**src/rtl/triangle_geometric_factors_assert.svh**
```systemverilog
// assertion helpers for the triangle geometric factors block
`ifndef TRIANGLE_GEOMETRIC_FACTORS_ASSERT_SVH
`define TRIANGLE_GEOMETRIC_FACTORS_ASSERT_SVH

// same-cycle implication
`define TGF_ASSERT_IMP(lbl, ante, cons) \
    lbl: assert property (@(posedge i_clk) disable iff (!i_rst_n) (ante) |-> (cons)) \
        else $error("tgf check failed");

// next-cycle implication
`define TGF_ASSERT_NXT(lbl, ante, cons) \
    lbl: assert property (@(posedge i_clk) disable iff (!i_rst_n) (ante) |=> (cons)) \
        else $error("tgf check failed");

`endif

```
**src/rtl/tgf_isqrt.sv**
```systemverilog
module tgf_isqrt #(
    parameter int IW = 64
) (
    input  logic            i_clk,
    input  logic            i_en,
    input  logic [IW-1:0]   i_val,
    output logic [IW/2-1:0] o_root
);
    localparam int RW = IW / 2;

    logic [IW-1:0] r_rem  [RW];
    logic [RW-1:0] r_root [RW+1];
    logic [IW-1:0] w_term [RW];
    logic          w_take [RW];

    // rem holds x - root^2; adding bit b grows root^2 by root*2^(b+1) + 4^b
    always_comb begin
        for (int k = 0; k < RW; k++) begin
            w_term[k] = (IW'(r_root[k]) << (RW - k)) | (IW'(1) << (2 * (RW - 1 - k)));
            w_take[k] = r_rem[k] >= w_term[k];
        end
    end

    always_ff @(posedge i_clk) begin
        if (i_en) begin
            r_rem[0]  <= i_val;
            r_root[0] <= '0;
            for (int k = 1; k <= RW; k++) begin
                if (k < RW) begin
                    r_rem[k] <= w_take[k-1] ? r_rem[k-1] - w_term[k-1] : r_rem[k-1];
                end
                r_root[k] <= r_root[k-1] | (w_take[k-1] ? RW'(1) << (RW - k) : RW'(0));
            end
        end
    end

    assign o_root = r_root[RW];

endmodule

```
**config.mk**
```make
export PLATFORM = sky130hd
export DESIGN_NAME = tgf_isqrt
export DESIGN_NICKNAME = d
export VERILOG_FILES = /design/src/rtl/triangle_geometric_factors_assert.svh /design/src/rtl/tgf_isqrt.sv
export SDC_FILE = /design/constraint.sdc
export NUM_CORES = 2
export LEC_CHECK = 0
export BUFFER_PORTS_ARGS = -buffer_cell sky130_fd_sc_hd__buf_2
export CORE_ASPECT_RATIO = 2
export CORE_UTILIZATION = 35
export DETAILED_ROUTE_END_ITERATION = 10
export PLACE_DENSITY = 0.56
export SKIP_LAST_GASP = 1
export SYNTH_ARGS = -nofsm -noshare
export SYNTH_HDL_FRONTEND = slang
export SYNTH_SLANG_ARGS = --single-unit
export TNS_END_PERCENT = 20
```
**constraint.sdc**
```tcl
create_clock -name i_clk -period 4.6 [get_ports i_clk]
set_input_delay 0.92 -clock i_clk [delete_from_list [all_inputs] [get_ports i_clk]]
set_output_delay 0.92 -clock i_clk [all_outputs]
set_load 0.005 [all_outputs]
```
==> results.sh <==
export IMPL_ant_nets=0
export IMPL_track_usage=0.1865
export IMPL_layout_nets=10620
export IMPL_min_path_type="input pin to register"
export IMPL_gp_congestion=0.9786
export IMPL_whs_ns=0.09610
export IMPL_io_buffers=97
export IMPL_grt_antenna_before_repair=12
export IMPL_synth_seq_cells=2576
export IMPL_setup_violations=0
export IMPL_critPathKind="register to register"
export IMPL_reg2reg_depth=13
export IMPL_die_area_um2=350700
export IMPL_max_freq_mhz=220.2
export IMPL_viasPerCell=5.171
export IMPL_peakVddDrop_mv=0.4870
export IMPL_fp_dieH_um=836.5
export IMPL_yosysMostFrequentCell="edfxtp_1"
export IMPL_synthToLayoutAreaGrowth_pct=13.24
export IMPL_grt_pass1_vias=84110
export IMPL_fin_crit_sh=0.9873
export IMPL_tightest_slew_ns=1.401
export IMPL_place_hpwl_um=261000
export IMPL_worstSetupStartpointType="register"
export IMPL_worstSkewPairLatency_ns=1.00
export IMPL_synthTopCellsByArea="edfxtp_1 63%, ha_1 5.7%, xnor2_1 3.4%"
export IMPL_vias=76730
export IMPL_crit_path_max_fanout=7
export IMPL_wl_per_cell_um=22.47
export IMPL_yosys_warnings=0
export IMPL_synth_edf_count=2576
export IMPL_maxCapViolCount=0
export IMPL_hold_viol_final=0
export IMPL_drt_met1_wl_um=76300
export IMPL_synth_top_area_frac=0.6347
export IMPL_drcViolationCount=0
export IMPL_synthesis_nets=10160
export IMPL_ys_seq_area_frac=0.6347
export IMPL_syn_inst=9534
export IMPL_reg2reg_slack_ns=0.06
export IMPL_cts_max_level=4
export IMPL_syn_avg_cell_area_um2=12.78
export IMPL_synthTopCellsByCount="2576 x edfxtp_1, 698 x inv_1, 659 x nor2_1"
export IMPL_min_path_cells=1
export IMPL_slew_viol_final=0
export IMPL_syn_cell_area_um2=121900
export IMPL_drive_gt1_frac=0.09221
export IMPL_power_per_cell_area_nw_per_um2=486.1
export IMPL_cts_tree="yes"
export IMPL_timing_setup_tns_ns=0
export IMPL_p_leak_uw=0.05177
export IMPL_slew_headroom=0.05788
export IMPL_grt_pass1_wl_um=482700
export IMPL_layout_min_cycle_time_ns=4.542
export IMPL_worstHoldStart="i_val[13]"
export IMPL_synth_area_leader_cell="edfxtp_1"
export IMPL_clk_pin_slew_ns=0.07
export IMPL_ios=98
export IMPL_first_pass_iters=9
export IMPL_reg2reg_to="r_rem[2][501]"
export IMPL_rsz0062_at_grt="yes"
export IMPL_critPathCaptureType="register"
export IMPL_cts_buffers_inserted=244
export IMPL_synth_top_flop_cell="edfxtp_1"
export IMPL_die_width_um=419.3
export IMPL_ys_types=81
export IMPL_cts_sinks=2576
export IMPL_drtIter0Drc=3853
export IMPL_holdPathEnd="r_rem[0][13]"
export IMPL_grt_start_max_net_pins=159
export IMPL_overflow=0
export IMPL_async_flop_share=0
export IMPL_cp_required_ns=5.21
export IMPL_status="finished, final reports clean"
export IMPL_routed_wl_met3_um=7185
export IMPL_wirelength_um=333500
export IMPL_wl_met2_um=210300
export IMPL_crit_arrival_ns=5.15
export IMPL_r2r_start="r_root[0][734]"
export IMPL_num_rows=306
export IMPL_skew_ns=0.1394
export IMPL_top_layer="met5"
export IMPL_ctsHoldBuffers=0
export IMPL_cts_root_buf="clkbuf_16"
export IMPL_core_um2=346900
export IMPL_clock_path_buffers=4
export IMPL_initial_core_util=0.3513
state kept, by name, summed over array words and instances, names as in the netlist:
signal / cells
r_rem: 2048
r_root: 528
critical path: stages (launching register included):
cell and delay [ns]:
edfxtp_1 0.37, inv_1 0.06, ha_1 0.42, or4bb_1 0.57
nor2_1 0.34, and4_1 0.49, nand3b_1 0.12, buf_4 0.20
nand3_1 0.19, a211oi_2 0.15, or3b_2 0.57, or2_2 0.39
nor4_1 0.28, xor2_1 0.11
cells in the final DEF, fill, tap and decap left out, types with 32 or more instances in the layout:
cell       count
nor4b_1       47
xnor2_1      470
o31ai_1       37
buf_4        290
nand4_1      154
o21bai_1      52
and2_1        43
a21oi_1      644
nor2b_1       76
ha_1         558
xor2_1       418
or2_2         39
clkinv_1      58
nand2b_1      90
o21a_1       103
clkbuf_1      52
diode_2       37
o211ai_1      32
nor3_1       236
a21o_1       263
buf_2         97
edfxtp_1    2576
clkinv_2      37
mux2_2        94
nor4_1       311
o21ai_0      363
clkbuf_16    246
inv_1        698
nand2_1      528
a31oi_1       44
or4_1         83
and3_1        52
nor2_1       656
nand3_1      165
or3_1        111
worst max path at each step:
stage / from / end / slack [ns] / cells after the start
after floorplan: r_rem[3][370] / r_rem[3][435] / 0.67 / 12
after global placement: r_root[0][734] / r_rem[2][511] / -0.38 / 12
after detailed placement: r_root[0][734] / r_rem[2][501] / -0.44 / 12
after CTS: r_rem[3][211] / r_rem[3][314] / -0.11 / 10
after global routing: r_root[0][734] / r_rem[2][501] / -0.08 / 13
final: r_root[0][734] / r_rem[2][501] / 0.06 / 13
routing by layer:
metal / GRT usage / up-vias
li1: - / 36560
met2: 0.4223 / 1512
met3: 0.01914 / 1056
met4: 0.1918 / 2
met1: 0.1037 / 37610
met5: 0 / -
area by class of cell:
class / instances / area (µm²)
fill: 32330 / 208900
sequential: 2576 / 77350
multi-input combinational: 6051 / 41200
clock buffer: 298 / 6351
tap: 4620 / 5781
timing repair buffer: 415 / 3223
inverter: 704 / 2643
clock inverter: 139 / 1361
antenna: 37 / 92.59
repair_timing:
action / CTS / global route
endpoints found under the hold margin: 0 / 0
cloned: 0 / 0
pin swaps: 1 / 0
endpoints found under the setup margin: 36 / 31
gates resized for setup: 1 / 8
buffers inserted: 1 / 0
per-stage QoR:
stage | instance area, µm² | setup WS [ns] | total power (µW) | utilization | cells
after floorplan | 121900 | 0.6667 | 41430 | - | 9534
after global placement | 130100 | -0.3754 | 47010 | 0.3752 | 14360
after detailed placement | 130100 | -0.4366 | 47430 | 0.3752 | 14370
after CTS | 137900 | -0.1092 | 67470 | 0.3975 | 14800
after global routing | 138000 | -0.08204 | 69890 | 0.3979 | 14840
final | 138000 | 0.05836 | 67090 | 0.3979 | 14840
power by group:
part / internal (µW) / switching [µW] / total, µW
logic: 6130 / 9190 / 15300
clock network: 11100 / 8880 / 20000
registers: 29700 / 2090 / 31800
kinds of logic after synthesis:
| kind of cell | Yosys count | share of synthesized area |
|---|---|---|
| XOR/XNOR | 888 | 0.06382 |
| AND/OR/NAND/NOR | 2742 | 0.1166 |
| multiplexers | 104 | 0.009507 |
| adder cells (fa/ha/maj) | 558 | 0.05729 |
| flip-flops | 2576 | 0.6347 |
| buffers and inverters | 907 | 0.02895 |
| AO/OA/AOI/OAI | 1759 | 0.08912 |
Note: power is estimated with default switching activity, not from simulation.
